--- src/rtl/core/jitf_pkg.sv ---
// Package: widths, register map, configuration and divider types, sequencer states.
package jitf_pkg;

  localparam int unsigned Joints     = 7;
  localparam int unsigned JointW     = 3;
  localparam int unsigned WindowMax  = 64;
  localparam int unsigned PtrW       = $clog2(WindowMax);
  localparam int unsigned CntW       = PtrW + 1;
  localparam int unsigned RingDepth  = Joints * WindowMax;
  localparam int unsigned RingAw     = JointW + PtrW;

  localparam int unsigned PosW       = 18;
  localparam int unsigned ErrW       = PosW + 1;
  localparam int unsigned TorqueW    = 24;
  localparam int unsigned GainW      = 24;
  localparam int unsigned LimW       = 23;
  localparam int unsigned WinW       = 7;
  localparam int unsigned FracShift  = 14;
  localparam int unsigned ProdW      = GainW + 1 + ErrW;
  localparam int unsigned AccW       = ProdW + 1;
  localparam int unsigned SumW       = TorqueW + PtrW;
  localparam int unsigned StepW      = TorqueW + 3;
  localparam int unsigned DivCntW    = $clog2(SumW);

  localparam int unsigned ApbDataW   = 32;
  localparam int unsigned RegIdxW    = 3;
  localparam int unsigned ApbAddrW   = RegIdxW + 2;

  localparam logic [GainW-1:0]   StiffnessRst = GainW'(512000);
  localparam logic [GainW-1:0]   DampingRst   = GainW'(23040);
  localparam logic [LimW-1:0]    LimitRst     = LimW'(51200);
  localparam logic [WinW-1:0]    WindowRst    = WinW'(50);
  localparam logic [LimW-1:0]    MaxStepRst   = LimW'(256);

  typedef enum logic [RegIdxW-1:0] {
    RegStiffness,
    RegDamping,
    RegTorqueLimit,
    RegAverageWindow,
    RegMaxStep
  } reg_idx_e;

  typedef enum logic [2:0] {
    StIdle,
    StMulK,
    StMulD,
    StClip,
    StUpdate,
    StDiv,
    StSlew
  } ctrl_state_e;

  typedef struct packed {
    logic [GainW-1:0] stiffness;
    logic [GainW-1:0] damping;
    logic [LimW-1:0]  torque_limit;
    logic [WinW-1:0]  average_window;
    logic [LimW-1:0]  max_step;
  } cfg_t;

  typedef struct packed {
    logic            start;
    logic [SumW-1:0] dividend;
    logic [CntW-1:0] divisor;
  } div_req_t;

  typedef struct packed {
    logic            done;
    logic [SumW-1:0] quot;
  } div_rsp_t;

endpackage

--- src/rtl/core/jitf_regs.sv ---
// APB configuration registers.
module jitf_regs import jitf_pkg::*; (
  input  logic                clk_i,
  input  logic                rst_ni,
  input  logic                psel,
  input  logic                penable,
  input  logic                pwrite,
  input  logic [ApbAddrW-1:0] paddr,
  input  logic [ApbDataW-1:0] pwdata,
  output logic [ApbDataW-1:0] prdata,
  output logic                pready,
  output cfg_t                cfg_o
);

  cfg_t     cfg_q;
  reg_idx_e idx;
  logic     wr_en;

  assign idx    = reg_idx_e'(paddr[ApbAddrW-1:2]);
  assign wr_en  = psel && penable && pwrite;
  assign pready = 1'b1;
  assign cfg_o  = cfg_q;

  always_ff @(posedge clk_i or negedge rst_ni) begin
    if (!rst_ni) begin
      cfg_q.stiffness      <= StiffnessRst;
      cfg_q.damping        <= DampingRst;
      cfg_q.torque_limit   <= LimitRst;
      cfg_q.average_window <= WindowRst;
      cfg_q.max_step       <= MaxStepRst;
    end else if (wr_en) begin
      case (idx)
        RegStiffness:     cfg_q.stiffness      <= pwdata[GainW-1:0];
        RegDamping:       cfg_q.damping        <= pwdata[GainW-1:0];
        RegTorqueLimit:   cfg_q.torque_limit   <= pwdata[LimW-1:0];
        RegAverageWindow: cfg_q.average_window <= pwdata[WinW-1:0];
        RegMaxStep:       cfg_q.max_step       <= pwdata[LimW-1:0];
        default: ;
      endcase
    end
  end

  always_comb begin
    case (idx)
      RegStiffness:     prdata = ApbDataW'(cfg_q.stiffness);
      RegDamping:       prdata = ApbDataW'(cfg_q.damping);
      RegTorqueLimit:   prdata = ApbDataW'(cfg_q.torque_limit);
      RegAverageWindow: prdata = ApbDataW'(cfg_q.average_window);
      RegMaxStep:       prdata = ApbDataW'(cfg_q.max_step);
      default:          prdata = '0;
    endcase
  end

endmodule

--- config.mk ---
export PLATFORM = sky130hd
export DESIGN_NAME = jitf_regs
export DESIGN_NICKNAME = d
export VERILOG_FILES = /design/src/rtl/core/jitf_pkg.sv /design/src/rtl/core/jitf_regs.sv
export SDC_FILE = /design/constraint.sdc
export NUM_CORES = 1
export LEC_CHECK = 0
export CAP_MARGIN = 10
export CORE_MARGIN = 10
export CORE_UTILIZATION = 30
export CTS_BUF_LIST = sky130_fd_sc_hd__clkbuf_8 sky130_fd_sc_hd__clkbuf_16
export CTS_CLUSTER_DIAMETER = 200
export DETAILED_ROUTE_END_ITERATION = 12
export DONT_BUFFER_PORTS = 1
export HOLD_SLACK_MARGIN = 0.1
export PLACE_DENSITY = 0.4
export SLEW_MARGIN = 20
export SYNTH_ARGS = -nofsm -noshare
export SYNTH_HDL_FRONTEND = slang
export SYNTH_SLANG_ARGS = --single-unit
--- constraint.sdc ---
create_clock -name clk_i -period 1.04 [get_ports clk_i]
set_input_delay 0.052 -clock clk_i [delete_from_list [all_inputs] [get_ports clk_i]]
set_output_delay 0.052 -clock clk_i [all_outputs]
set_load 0.05 [all_outputs]
-- Yosys cells after proc, flatten, opt, wreduce, memory -nomap -nowiden
Cells that the tools add are included.
- register bits after elaboration: 101
- output and inout port bits: 134
- logic and storage cells: 18
- input bits: 42
- reduce and logical (&&, ||, !) cells: 8
- muxes and demuxes: 1
- equality and inequality tests: 4
- operators by type and width (operator ; count):
    one-hot mux 24 bit (5 select lines) ; 1
    AND reduction 2 bit ; 5
    equality test 3 x 2 -> 1 bit, second input constant ; 2
    equality test 3 x 1 -> 1 bit, second input constant ; 1
    equality test 3 bit, second input constant ; 1
    zero test 3 bit ; 1
    logical AND 1 bit ; 2

-- Depth between registers and ports, before layout
- depth in word-level cells: 3
- mapped depth: 5
- depth with buffers taken out: 3

-- Worst setup path before layout
OpenSTA, ideal clock, no wires.
- path type: register to output
- from: reg cfg_q, in the netlist cfg_o[65]
- to: out prdata[12]
- data required time: 0.988 ns
- slack: -1.048 ns
- data arrival time: 2.036 ns
- cell stages (with the launch flop): 4
- cell sequence: dfstp_2 > mux2i_1 > a2bb2oi_1 > o21ai_0
- longest elaborated chain between the ends: 1
- RTL lines (item ; line ; text):
    start, declared ; jitf_regs.sv:15 ; cfg_t cfg_q;
    one-hot mux 24 bit (5 select lines) ; jitf_regs.sv:44 ; case (idx)
    end, declared ; jitf_regs.sv:10 ; output logic [ApbDataW-1:0] prdata,
Every way passes these cells.

-- Worst setup path after layout
- from: reg cfg_q, in the netlist cfg_o[36]
- to: out prdata[6]
Same word-level chain as after synthesis.

==> metrics.md <==
| Metric | Value |
|---|---|
| Syn Inst Count | `335` |
| Pre-CTS setup slack | `-0.337 ns` |
| Final HPWL DP | `11.2 mm` |
| DRC Markers | `0` |
| PwrDens | `2170 nW/µm²` |
| Top cells by area, synth | `dfrtp_1, mux2_2, dfstp_2` |
| # H-tree levels | `3` |
| Tcrit/Tclk final | `1.45` |
| HP Class | `primary input to asynchronous set/reset pin` |
| Top-count cell post-synth | `mux2_2` |
| CTS Root Cell | `clkbuf_16` |
| Core footprint | `15300 µm²` |
| Initial DRC count | `214` |
| Crit end category | `output port` |
| Initial antenna violation count | `0` |
| Filler instances | `1266` |
| Die W | `145 µm` |
| Rows | `45` |
| Share of total power in the clock network | `0.218` |
| Number of buffers added on ports | `0` |
| Cell Chain, Critical Path | `mux2_4, a21oi_4, o22ai_4, buf_12` |
| Critical path launch point type | `flop` |
| Longest Clk Path Bufs | `2` |
| Slowest CP cell | `dfrtp_2` |
| Ys Warns | `0` |
| Max VDD drop | `1.09 mV` |
| DIE HEIGHT | `145 µm` |
| Flip-flop count of the largest register after layout | `101` |
| Critical path's largest stage delay | `0.41 ns` |
| Global-route wire length before repair | `25.8 mm` |
| Psw | `6.84 mW` |
| DRT antenna net count | `0` |
| Post-Syn Area per Cell | `14.0 µm²` |
| Drt pass-1 iters | `4` |
| Global Route Usage Sum | `0.157` |
| Flop pwr share | `0.311` |
| Total internal power | `10.9 mW` |
| Max Cap Viol | `0` |
| # hold bufs at CTS | `24` |
| F_max | `0.662 GHz` |
| Commonest cells post-synth | `mux2_2, dfrtp_1, mux2_4` |
| Max Slew Vio Count | `0` |
| Pin count of the biggest net entering global routing | `102` |
| Failing checks | `negative hold slack, negative setup slack` |
| Sw Ratio | `0.386` |
| LEAKAGE | `3.57 nW` |
| Register area share after synthesis | `0.544` |
| CP Max Fanout | `2` |
| CTS tree | `done` |
| Layout Area Growth over Synthesis | `73.8%` |
| Routed WL | `16.6 mm` |
| DR vias/cell | `4.86` |
| Vias in the first global route | `3923` |
| GR Overflow Total | `0` |
| Flops & latches, synth | `101` |
| CP endpoint | `prdata[6]` |
| Mapped Area | `4690 µm²` |
| Setup violations, final | `57` |
| Antenna Diode Count | `0` |
| DR WL/cell | `22.7 µm` |
| Number of synthesized flops with an enable pin | `0` |
| CP Data Required Time | `0.99 ns` |
| Ys async rst share | `1.00` |
| Via count | `3542` |
| Post-route setup TNS | `-11.85 ns` |
| Clock-pin slew on the worst setup and hold paths | `0.08 ns` |
| Die area | `21000 µm²` |
| Initial Util | `0.307` |
| Worst hold slack | `-0.624 ns` |
| R2R cell count | `4` |
| RSZ-0062 raised after global routing | `yes` |
| Critical path origin | `cfg_o[36]` |
| Clk_skew | `0 ns` |
| Fin nets | `555` |
| Fin. Hold Viols | `101` |
| Num CTS Buffers | `9` |
| Worst skew pair latency | `0.35 ns` |
| Ys flop type | `dfrtp_1` |
| Synth area leader | `dfrtp_1` |
| Critical Path AT | `1.46 ns` |
| Minimum clock period | `1.51 ns` |
| Layout cells sized above 1 | `0.788` |
| RePlAce Congestion | `0.714` |
| Outcome | `finished with violations` |
| Worst r2r src | `cfg_o[21]` |
| Reg2Reg Setup Slack | `-0.11 ns` |
| Critical path depth | `4` |
| Synth top area share | `0.448` |
| Worst setup margin | `-0.471 ns` |
| CP Class | `flop to output port` |
| R2r endpoint | `cfg_o[21]` |
| Io pins | `176` |
| Clk sinks | `101` |
| Crit path buf inv count | `1` |
| Comb pwr share | `0.471` |
| Yosys cell types | `29` |
| Family with the most delay on the worst path | `flip-flops` |
[metal layers]
metal  vias up  track usage  wire length, µm
met3         9       0.0782             1520
met4         0       0.0306              129
met1      1804        0.197             7140
met2       128        0.240             7790
li1       1601            -                -
met5         -            0                0
[per-stage QoR]
step / instance area, µm² / util / power, mW / cells
finish: 8150 / 0.534 / 17.7 / 729
CTS: 7920 / 0.519 / 17.6 / 723
global placement: 6940 / 0.455 / 12.8 / 678
global route: 8150 / 0.534 / 18.5 / 729
detailed placement: 6940 / 0.455 / 12.8 / 678
floorplan: 5340 / - / 10.5 / 342
[cell usage in the layout (no fill, tap or decap), drive strengths merged]
cell type and instances:
nor3b 10, and2b 1, clkinvlp 1, nand4bb 1, buf 170, nor3 1, nor2 2, dfstp 17
a222oi 15, a21oi 7, o21ai 16, bufinv 3, conb 9, o22ai 7, a2bb2oi 1, clkbuf 9
a22oi 7, nor2b 1, or3 1, dlygate4sd3 24, mux2i 2, mux2 108, inv 3, dfrtp 84
nand2 1, nand4b 1, nand3 16
[logic make-up after synthesis]
family                 Yosys count  share of synthesized area
AOI/OAI and AO/OA               53                     0.0790
buffers and inverters           34                     0.0440
DFF                            101                      0.544
muxes                          110                      0.280
other                            2                    0.00160
and+or+nand+nor                 35                     0.0520
[power by group through the flow]
stage | Sequential [mW] | Clock [mW] | Combinational, mW
CTS | 5.44 | 4.00 | 8.13
detailed placement | 5.42 | 0 | 7.40
global placement | 5.41 | 0 | 7.36
floorplan | 8.23 | 0 | 2.22
finish | 5.50 | 3.86 | 8.34
global route | 5.61 | 4.18 | 8.67
[layout make-up]
| type | instances | area, µm² | area share |
|---|---|---|---|
| flip-flops and latches | 101 | 2620 | 0.321 |
| clock inverters | 7 | 109 | 0.0134 |
| well taps | 211 | 264 | 0.0324 |
| repair buffers | 194 | 2380 | 0.292 |
| multi-input cells | 207 | 2550 | 0.313 |
| clock buffers | 9 | 225 | 0.0276 |
[worst min path at each step]
stage / from / end / slack [ns]
floorplan: rst_ni / cfg_o[0] / -0.24
global placement: rst_ni / cfg_o[26] / -0.24
detailed placement: rst_ni / cfg_o[3] / -0.24
CTS: rst_ni / cfg_o[5] / -0.63
global route: rst_ni / cfg_o[5] / -0.65
finish: rst_ni / cfg_o[5] / -0.62
[worst reg2reg max path: stages (launching register included)]
cell	delay, ns
dfrtp_2	0.40
buf_4	0.13
buf_6	0.11
buf_12	0.14
mux2_4	0.26
[repair_timing]
action                     in CTS  in global routing
gates resized for setup        91                 54
hold endpoints to repair      202                102
buffers inserted                5                 13
pin swaps                      23                 10
setup endpoints to repair      59                110
No activity file was read; power rests on OpenSTA's default activity.
