[src/rtl/core/jitf_pkg.sv]
// Package: widths, register map, configuration and divider types, sequencer states.
package jitf_pkg;

  localparam int unsigned Joints     = 7;
  localparam int unsigned JointW     = 3;
  localparam int unsigned WindowMax  = 64;
  localparam int unsigned PtrW       = $clog2(WindowMax);
  localparam int unsigned CntW       = PtrW + 1;
  localparam int unsigned RingDepth  = Joints * WindowMax;
  localparam int unsigned RingAw     = JointW + PtrW;

  localparam int unsigned PosW       = 18;
  localparam int unsigned ErrW       = PosW + 1;
  localparam int unsigned TorqueW    = 24;
  localparam int unsigned GainW      = 24;
  localparam int unsigned LimW       = 23;
  localparam int unsigned WinW       = 7;
  localparam int unsigned FracShift  = 14;
  localparam int unsigned ProdW      = GainW + 1 + ErrW;
  localparam int unsigned AccW       = ProdW + 1;
  localparam int unsigned SumW       = TorqueW + PtrW;
  localparam int unsigned StepW      = TorqueW + 3;
  localparam int unsigned DivCntW    = $clog2(SumW);

  localparam int unsigned ApbDataW   = 32;
  localparam int unsigned RegIdxW    = 3;
  localparam int unsigned ApbAddrW   = RegIdxW + 2;

  localparam logic [GainW-1:0]   StiffnessRst = GainW'(512000);
  localparam logic [GainW-1:0]   DampingRst   = GainW'(23040);
  localparam logic [LimW-1:0]    LimitRst     = LimW'(51200);
  localparam logic [WinW-1:0]    WindowRst    = WinW'(50);
  localparam logic [LimW-1:0]    MaxStepRst   = LimW'(256);

  typedef enum logic [RegIdxW-1:0] {
    RegStiffness,
    RegDamping,
    RegTorqueLimit,
    RegAverageWindow,
    RegMaxStep
  } reg_idx_e;

  typedef enum logic [2:0] {
    StIdle,
    StMulK,
    StMulD,
    StClip,
    StUpdate,
    StDiv,
    StSlew
  } ctrl_state_e;

  typedef struct packed {
    logic [GainW-1:0] stiffness;
    logic [GainW-1:0] damping;
    logic [LimW-1:0]  torque_limit;
    logic [WinW-1:0]  average_window;
    logic [LimW-1:0]  max_step;
  } cfg_t;

  typedef struct packed {
    logic            start;
    logic [SumW-1:0] dividend;
    logic [CntW-1:0] divisor;
  } div_req_t;

  typedef struct packed {
    logic            done;
    logic [SumW-1:0] quot;
  } div_rsp_t;

endpackage

[src/rtl/core/jitf_div.sv]
// Restoring serial divider, one quotient bit per cycle.
module jitf_div import jitf_pkg::*; (
  input  logic     clk_i,
  input  logic     rst_ni,
  input  div_req_t req_i,
  output div_rsp_t rsp_o
);

  logic               busy_q;
  logic               done_q;
  logic [DivCntW-1:0] cnt_q;
  logic [CntW-1:0]    rem_q;
  logic [CntW-1:0]    dvs_q;
  logic [SumW-1:0]    quo_q;
  logic [CntW:0]      trial;
  logic               fit;

  assign trial = {rem_q, quo_q[SumW-1]};
  assign fit   = trial >= {1'b0, dvs_q};

  always_ff @(posedge clk_i or negedge rst_ni) begin
    if (!rst_ni) begin
      busy_q <= 1'b0;
      done_q <= 1'b0;
      cnt_q  <= '0;
    end else begin
      done_q <= 1'b0;
      if (req_i.start) begin
        busy_q <= 1'b1;
        cnt_q  <= DivCntW'(SumW - 1);
      end else if (busy_q) begin
        cnt_q <= cnt_q - 1'b1;
        if (cnt_q == '0) begin
          busy_q <= 1'b0;
          done_q <= 1'b1;
        end
      end
    end
  end

  always_ff @(posedge clk_i) begin
    if (req_i.start) begin
      rem_q <= '0;
      dvs_q <= req_i.divisor;
      quo_q <= req_i.dividend;
    end else if (busy_q) begin
      rem_q <= fit ? CntW'(trial - {1'b0, dvs_q}) : trial[CntW-1:0];
      quo_q <= {quo_q[SumW-2:0], fit};
    end
  end

  assign rsp_o.done = done_q;
  assign rsp_o.quot = quo_q;

endmodule

[config.mk]
export PLATFORM = sky130hd
export DESIGN_NAME = jitf_div
export DESIGN_NICKNAME = d
export VERILOG_FILES = /design/src/rtl/core/jitf_pkg.sv /design/src/rtl/core/jitf_div.sv
export SDC_FILE = /design/constraint.sdc
export NUM_CORES = 1
export LEC_CHECK = 0
export BUFFER_PORTS_ARGS = -buffer_cell sky130_fd_sc_hd__buf_4
export CAP_MARGIN = 25
export CORE_MARGIN = 3
export CORE_UTILIZATION = 51
export DETAILED_ROUTE_END_ITERATION = 8
export PLACE_DENSITY = 0.84
export SLEW_MARGIN = 15
export SYNTH_ARGS = -nofsm -noshare
export SYNTH_HDL_FRONTEND = slang
export SYNTH_SLANG_ARGS = --single-unit
[constraint.sdc]
create_clock -name clk_i -period 5.15 [get_ports clk_i]
set_clock_uncertainty 0.1 [all_clocks]
set_input_delay 0.7725 -clock clk_i [delete_from_list [all_inputs] [get_ports clk_i]]
set_output_delay 0.7725 -clock clk_i [all_outputs]
set_load 0.005 [all_outputs]
Yosys cells after proc, flatten, opt, wreduce, memory -nomap -nowiden
Cells that the tools add are included.
- add/subtract/negate cells: 2
- $mul: 0
- div/mod/pow operators: 0
- magnitude comparators: 1
- equality and inequality tests: 0
- shift operators: 0
- mux-type cells: 11
- bitwise operators: 0
- reductions and logical operators: 2
- operators by type and width (kind ; count):
    30-bit 2-to-1 mux ; 2
    5-bit 2-to-1 mux ; 2
    8-bit by 7-bit >= comparator with 1-bit output ; 1
    7-bit 2-to-1 mux ; 1
    7-bit subtractor ; 1
    1-bit 2-to-1 mux ; 6
    5-bit zero test ; 1
    5-bit by 1-bit subtractor with 5-bit output (second input constant) ; 1
    2-bit nonzero test ; 1
- register bits: 51
- latch bits: 0
- RAM bits: 0
- memory bits (read-only): 0
- output and inout port bits: 31
- word-level logic and storage cells: 22
- memories: 0

Longest topological paths before layout
Gate-level depths: netlist of the first run.
- depth in word-level cells: 4
- mapped depth: 9
- gate-level depth less buffers: 7

Least setup slack after synthesis of the first run
OpenSTA, ideal clock, no wires.
- kind: reg2reg
- from: register quo_q[29]
- to: register rem_q[0]
- library setup time: 88 ps
- arrival: 2072 ps
- required time: 4962 ps
- setup slack: 2890 ps
- stages on the path, launching flop included: 10
- path through: edfxtp_1 > inv_1 > ha_1 > fa_1 > nand2b_1 > a211o_1 > buf_6 > and3_1 > buf_6 > a311oi_2
- word-level cells in the longest chain between the ends: 2
- RTL lines (element ; RTL line ; text):
    from (decl) ; jitf_div.sv:14 ; logic [SumW-1:0] quo_q;
    from (signal assigned) ; jitf_div.sv:45 ; quo_q <= req_i.dividend;
    from (signal assigned) ; jitf_div.sv:48 ; quo_q <= {quo_q[SumW-2:0], fit};
    7-bit subtractor / 8-bit by 7-bit >= comparator with 1-bit output (equally long branches) ; jitf_div.sv:47, jitf_div.sv:19 ;
    7-bit 2-to-1 mux (*) ; jitf_div.sv:47 ; rem_q <= fit ? CntW'(trial - {1'b0, dvs_q}) : trial[CntW-1:0];
    to (signal assigned) ; jitf_div.sv:47 ;
    to (decl) ; jitf_div.sv:12 ; logic [CntW-1:0] rem_q;
Every way passes the cells marked *; elsewhere a longest branch is shown, timed or not.
A chain may end at the register's enable or synchronous reset.

Final worst setup path of the first run
- from: register quo_q[29]
- to: register rem_q[2]
Same word-level chain as after synthesis.

==> results of run 1 <==
-- cells by family (layout without fill, tap and decap cells) --
| logic type | count (synthesis) | count (layout) | synth area share |
|---|---|---|---|
| mux | 30 | 30 | 0.128 |
| buf+inv | 26 | 92 | 0.0485 |
| fa+ha+maj | 9 | 9 | 0.0456 |
| flops | 51 | 51 | 0.542 |
| compound gates | 34 | 34 | 0.109 |
| simple gates | 49 | 49 | 0.107 |
| xor+xnor | 6 | 6 | 0.0200 |
-- cells in the mapped netlist (2+ instances only) --
cell type	count	area [um^2]
edfxtp_1	37	1110
a21o_1	2	15.0
nor3b_1	7	52.6
ha_1	8	100
dfrtp_1	7	175
or2_2	3	18.8
nor3_1	4	20.0
nor2_1	8	30.0
inv_1	14	52.6
a311oi_2	2	30.0
mux2_2	29	327
nand2_1	8	30.0
nor2b_1	4	25.0
a211oi_1	3	22.5
o21a_1	2	15.0
nand4_1	2	12.5
clkbuf_1	7	26.3
dfxtp_1	7	140
a31oi_1	2	12.5
a41oi_1	4	35.0
o31ai_1	2	15.0
o21bai_1	2	15.0
o21ai_0	5	25.0
buf_6	3	33.8
nand2b_1	6	37.5
xnor2_1	5	43.8
buf_4	2	15.0
-- per-stage QoR --
stage / worst slack [ns] / area, um^2 / hold WS, ns
final: 2.79 / 3290 / 0.165
after global routing: 2.59 / 3290 / 0.150
after CTS: 2.79 / 3290 / 0.159
after detailed placement: 2.65 / 3170 / 0.435
after global placement: 2.68 / 3170 / 0.416
after floorplan: 2.89 / 2630 / 0.377
-- state kept, by name, indices dropped and copies added, names as in the netlist --
| name | flops |
|---|---|
| done_q | 1 |
| busy_q | 1 |
| cnt_q | 5 |
| quo_q | 30 |
| dvs_q | 7 |
| rem_q | 7 |
-- worst min path at each step --
| stage | slack [ns] | end | cells past startpoint |
|---|---|---|---|
| after floorplan | 0.38 | busy_q$_DFF_PN0_ | 0 |
| after global routing | 0.15 | cnt_q[1]$_DFFE_PN0P_ | 1 |
| after global placement | 0.42 | cnt_q[4]$_DFFE_PN0P_ | 2 |
| after CTS | 0.16 | cnt_q[2]$_DFFE_PN0P_ | 1 |
| final | 0.16 | cnt_q[0]$_DFFE_PN0P_ | 1 |
| after detailed placement | 0.43 | rem_q[2]$_SDFFE_PP0P_ | 2 |
-- cell type report --
class	count	area [um^2]
flip-flops and latches	51	1430
multi-input cells	128	1080
clock buffers	6	82.6
inverters	14	52.6
repair buffers	70	526
well taps	67	83.8
fillers	354	1560
clock inverters	2	38.8
-- power breakdown --
group	leakage, nW	internal, W	switching (W)	total [W]
logic	0.796	0.000225	0.000206	0.000432
clock network	0.0618	0.000160	0.000134	0.000293
registers	0.519	0.000509	0.0000465	0.000556
-- cell usage in the layout (no fill, tap or decap), types with 2 or more instances in the layout --
| master | instances |
|---|---|
| dfxtp_1 | 7 |
| nand2_1 | 8 |
| clkbuf_8 | 6 |
| dfrtp_1 | 7 |
| buf_4 | 70 |
| o31ai_1 | 2 |
| mux2_2 | 29 |
| o21ai_0 | 5 |
| a31oi_1 | 2 |
| inv_1 | 14 |
| a311oi_2 | 2 |
| o21a_1 | 2 |
| or2_2 | 3 |
| a41oi_1 | 4 |
| nor3b_1 | 7 |
| nor2b_1 | 4 |
| nor2_1 | 8 |
| o21bai_1 | 2 |
| nand2b_1 | 6 |
| edfxtp_1 | 37 |
| nand4_1 | 2 |
| a21o_1 | 2 |
| nor3_1 | 4 |
| xnor2_1 | 5 |
| a211oi_1 | 3 |
| ha_1 | 8 |
-- per-layer routing --
metal / vias to the layer above / track usage
met2: 41 / 0.284
met5: - / 0
met4: 0 / 0.0605
met3: 10 / 0.0441
met1: 866 / 0.226
li1: 889 / -
==> results.cfg, run 1 <==
[outcome]
status = completed

[sta]
period_needed_ns = 2.36
tns_ns = 0
setup_violations = 0
drv_slew = 0
rsz0062_at_grt = no
period_share = 0.459
fmax_mhz = 423
tightest_slew_ns = 0.729
final_hold_viol_count = 0
maxSlewHeadroom = 0.514

[worst_setup_path]
path_max_fanout = 9
slowest_stage = fa_1
worstPathRequired_ns = 5.27
r2r_cells = 7
critPathLaunch = quo_q[29]$_DFFE_PP_
timing.critical_path.buf_inv = 1
crit_arrival_ns = 2.48
critPathTopFamily = compound AO/OA/AOI/OAI gates
critPathKind = reg -> reg
path_cells = inv_1, ha_1, fa_1, nand2b_1, a211o_1, and3_1, a311oi_2
crit_cells = 7
critPathLaunchType = flip-flop
reg2reg_from = quo_q[29]$_DFFE_PP_
crit_path_end_kind = flip-flop
reg2reg_slack_ns = 2.79
r2r-end = rem_q[2]$_SDFFE_PP0P_
cpPeakStageDelay_ns = 0.40
endpoint = rem_q[2]$_SDFFE_PP0P_

[final_layout]
nNetsFinal = 319
post-route-util = 0.678
antenna-diode-count = 0
area_growth_pct = 24.9
layout-drive-gt1-share = 0.432
final_cells = 338

[detailed_routing]
drtAntennaViolNets = 0
num_vias = 1806
drt_pass1_iterations = 4
drt-initial-drc-count = 80
met2WireLength_um = 2620
routedWlPerCell_um = 15.4
drc = 0
drt-total-wl_um = 5200
wl_met3_um = 218
top_layer_used = met4
vias_per_cell = 5.34
wl_met1_um = 2250

[die]
die_area_um2 = 6060
coreArea_um2 = 4850
ios = 71
die_y_um = 77.8
die_x_um = 77.8
start_util = 0.543
placementRows = 25

[logic_synthesis]
ys_warn_count = 0
syn_avg_cell_area_um2 = 12.8
seq_area_frac_synth = 0.542
syn-cell-area_um2 = 2630
synth_seq_cells = 51
synth_edf_count = 37
async_flop_share = 0.137
synth_fp_nets = 254
ys_types = 47
synth_ff_type = edfxtp_1
synthCells = 205

[clock_tree]
cts.sinks = 51
clock_latency_ns = 0.31
numCtsBuffers = 5
clockBufferDepth = 2
clkTransAtPathRegs_ns = 0.10
cts_root_buf = clkbuf_8
cts.hold.buffers_added = 0
htreeDepth = 2
cts_resized = 0
postCtsSetupRepairBufs = 0
cts_tree = built

[global_routing]
grt_pass1_wl_um = 8250
globalRouteOverflowTotal = 0
grt_pass1_vias = 1710
grt.total_usage = 0.175
grt_max_degree = 60
antenna_found_initial = 0

[placement]
dp.cells = 330
dp_hpwl_um = 3810
place_congestion = 0.792
place.port_buffers = 70

[pwr]
power_density_nw_per_um2 = 390
p_leak_nw = 1.38
peakVddDrop_mv = 0.202
power.total_w = 0.00128

[worst_hold_path]
hold_class = in -> async

[run]
cap_violations = 0
No activity file was read; power rests on OpenSTA's default activity.
==> run 2: changes to the inputs <==
- clock period: 5.15 -> 2.31 ns (I/O delays scaled with it)
==> results.cfg, run 2 (same netlist as run 1, synthesis figures left out) <==
[global_routing]
grt_max_degree = 42
grt_pass1_wl_um = 8410
grt_pass1_vias = 1765
antenna_found_initial = 0
grt.total_usage = 0.177
globalRouteOverflowTotal = 0

[pwr]
power.total_w = 0.00276
p_leak_nw = 1.40
power_density_nw_per_um2 = 830
peakVddDrop_mv = 0.493

[die]
start_util = 0.543
die_x_um = 77.8
die_y_um = 77.8
ios = 71
placementRows = 25
die_area_um2 = 6060
coreArea_um2 = 4850

[final_layout]
largest_register = quo_q
antenna-diode-count = 0
reg_top3 = quo_q (30), dvs_q (7), rem_q (7)
area_growth_pct = 26.4
layout-drive-gt1-share = 0.446
final_cell_mix = 75 x buf_4, 37 x edfxtp_1, 29 x mux2_2
largest_reg_flops = 30
layout_commonest_cell = buf_4
nNetsFinal = 326

[worst_setup_path]
worstPathRequired_ns = 2.44
reg2reg_slack_ns = 0.09
r2r-end = rem_q[6]$_SDFFE_PP0P_
critPathKind = reg -> reg
crit_arrival_ns = 2.34
crit_path_end_kind = flip-flop
critPathLaunchType = flip-flop
path_max_fanout = 8
reg2reg_from = quo_q[29]$_DFFE_PP_
r2r_cells = 8

[sta]
setup_violations = 0
rsz0062_at_grt = no
period_needed_ns = 2.22
tightest_slew_ns = 0.472
tns_ns = 0
final_hold_viol_count = 0
period_share = 0.960
drv_slew = 0
setup_ws_ns = 0.0918
maxSlewHeadroom = 0.686
fmax_mhz = 451

[detailed_routing]
drt-initial-drc-count = 109
drtAntennaViolNets = 0
routedWlPerCell_um = 15.5
drt_pass1_iterations = 4
drc = 0
num_vias = 1823
drt-total-wl_um = 5360
vias_per_cell = 5.28

[worst_hold_path]
hold_class = in -> reg
min_from = req_i[2]
hold_end = dvs_q[2]$_DFFE_PP_
hold_depth = 1

[placement]
pre_cts_ws_ns = 0.0300
place_congestion = 0.781
place.port_buffers = 70
dp_hpwl_um = 4140

[clock_tree]
clockBufferDepth = 2
cts_root_buf = clkbuf_8
clock_latency_ns = 0.30
numCtsBuffers = 5
htreeDepth = 2
postCtsSetupRepairBufs = 0
clkTransAtPathRegs_ns = 0.09
cts_tree = built
cts.sinks = 51

[run]
cap_violations = 0

[outcome]
status = completed
-- run 2: cell types whose count changed in the layout (fill, tap and decap cells not counted) --
cell / before / now
and3_1: 1 / 0
and3_4: 0 / 1
buf_12: 0 / 1
buf_4: 70 / 75
bufinv_16: 1 / 0
clkbuf_1: 0 / 1
clkbuf_8: 6 / 5
clkinv_2: 0 / 1
clkinvlp_4: 0 / 1
dlygate4sd3_1: 0 / 1
fa_1: 1 / 0
fa_2: 0 / 1
inv_6: 1 / 0
-- run 2: through the flow --
step | utilization | instance area [um^2] | std cells | hold slack, ns
final | 0.686 | 3330 | 345 | 0.116
after global routing | 0.686 | 3330 | 345 | 0.108
after CTS | 0.685 | 3320 | 345 | 0.106
after detailed placement | 0.665 | 3220 | 336 | 0.0621
after global placement | 0.665 | 3220 | 336 | 0.0617
after floorplan | - | 2630 | 205 | -0.0491
-- run 2: timing repair --
action,4_1_cts,5_1_grt
hold buffers,1,0
gates resized for setup,0,3
setup endpoints to repair,0,5
hold endpoints to repair,7,0
-- run 2: layout make-up --
cell class | instances | area (um^2)
Clock buffer | 6 | 72.6
Timing Repair Buffer | 77 | 593
Tap cell | 67 | 83.8
Clock inverter | 2 | 12.5
Inverter | 14 | 52.6
Sequential cell | 51 | 1430
Multi-Input combinational cell | 128 | 1090
Fill cell | 353 | 1520
-- run 2: per-layer routing --
layer	up-vias	routed length [um]	track usage
met5	-	0	0
met4	0	87	0.0498
met3	9	255	0.0371
met2	53	2840	0.311
met1	863	2180	0.220
li1	898	-	-
-- run 2: worst max-delay path, stage by stage, from the launching register on --
cell and delay (ns):
edfxtp_1 0.36, inv_1 0.08, ha_1 0.23, fa_2 0.35
nand2b_1 0.16, a211o_1 0.28, buf_4 0.17, a31o_2 0.24
o21ai_0 0.17
-- run 2: how the worst max path moves through the flow --
stage	startpoint	end	slack [ns]	cells after the start
floorplan	quo_q[29]$_DFFE_PP_	rem_q[0]$_SDFFE_PP0P_	0.05	9
global placement	quo_q[29]$_DFFE_PP_	rem_q[2]$_SDFFE_PP0P_	0.17	7
detailed placement	quo_q[29]$_DFFE_PP_	rem_q[6]$_SDFFE_PP0P_	0.03	8
CTS	quo_q[29]$_DFFE_PP_	rem_q[2]$_SDFFE_PP0P_	0.04	7
global route	quo_q[29]$_DFFE_PP_	rem_q[6]$_SDFFE_PP0P_	0.03	8
finish	quo_q[29]$_DFFE_PP_	rem_q[6]$_SDFFE_PP0P_	0.09	8
-- run 2: power by group --
part | switching [W] | internal (W) | leakage, nW
registers | 0.000103 | 0.00114 | 0.519
clock network | 0.000283 | 0.000212 | 0.0412
logic | 0.000495 | 0.000532 | 0.835
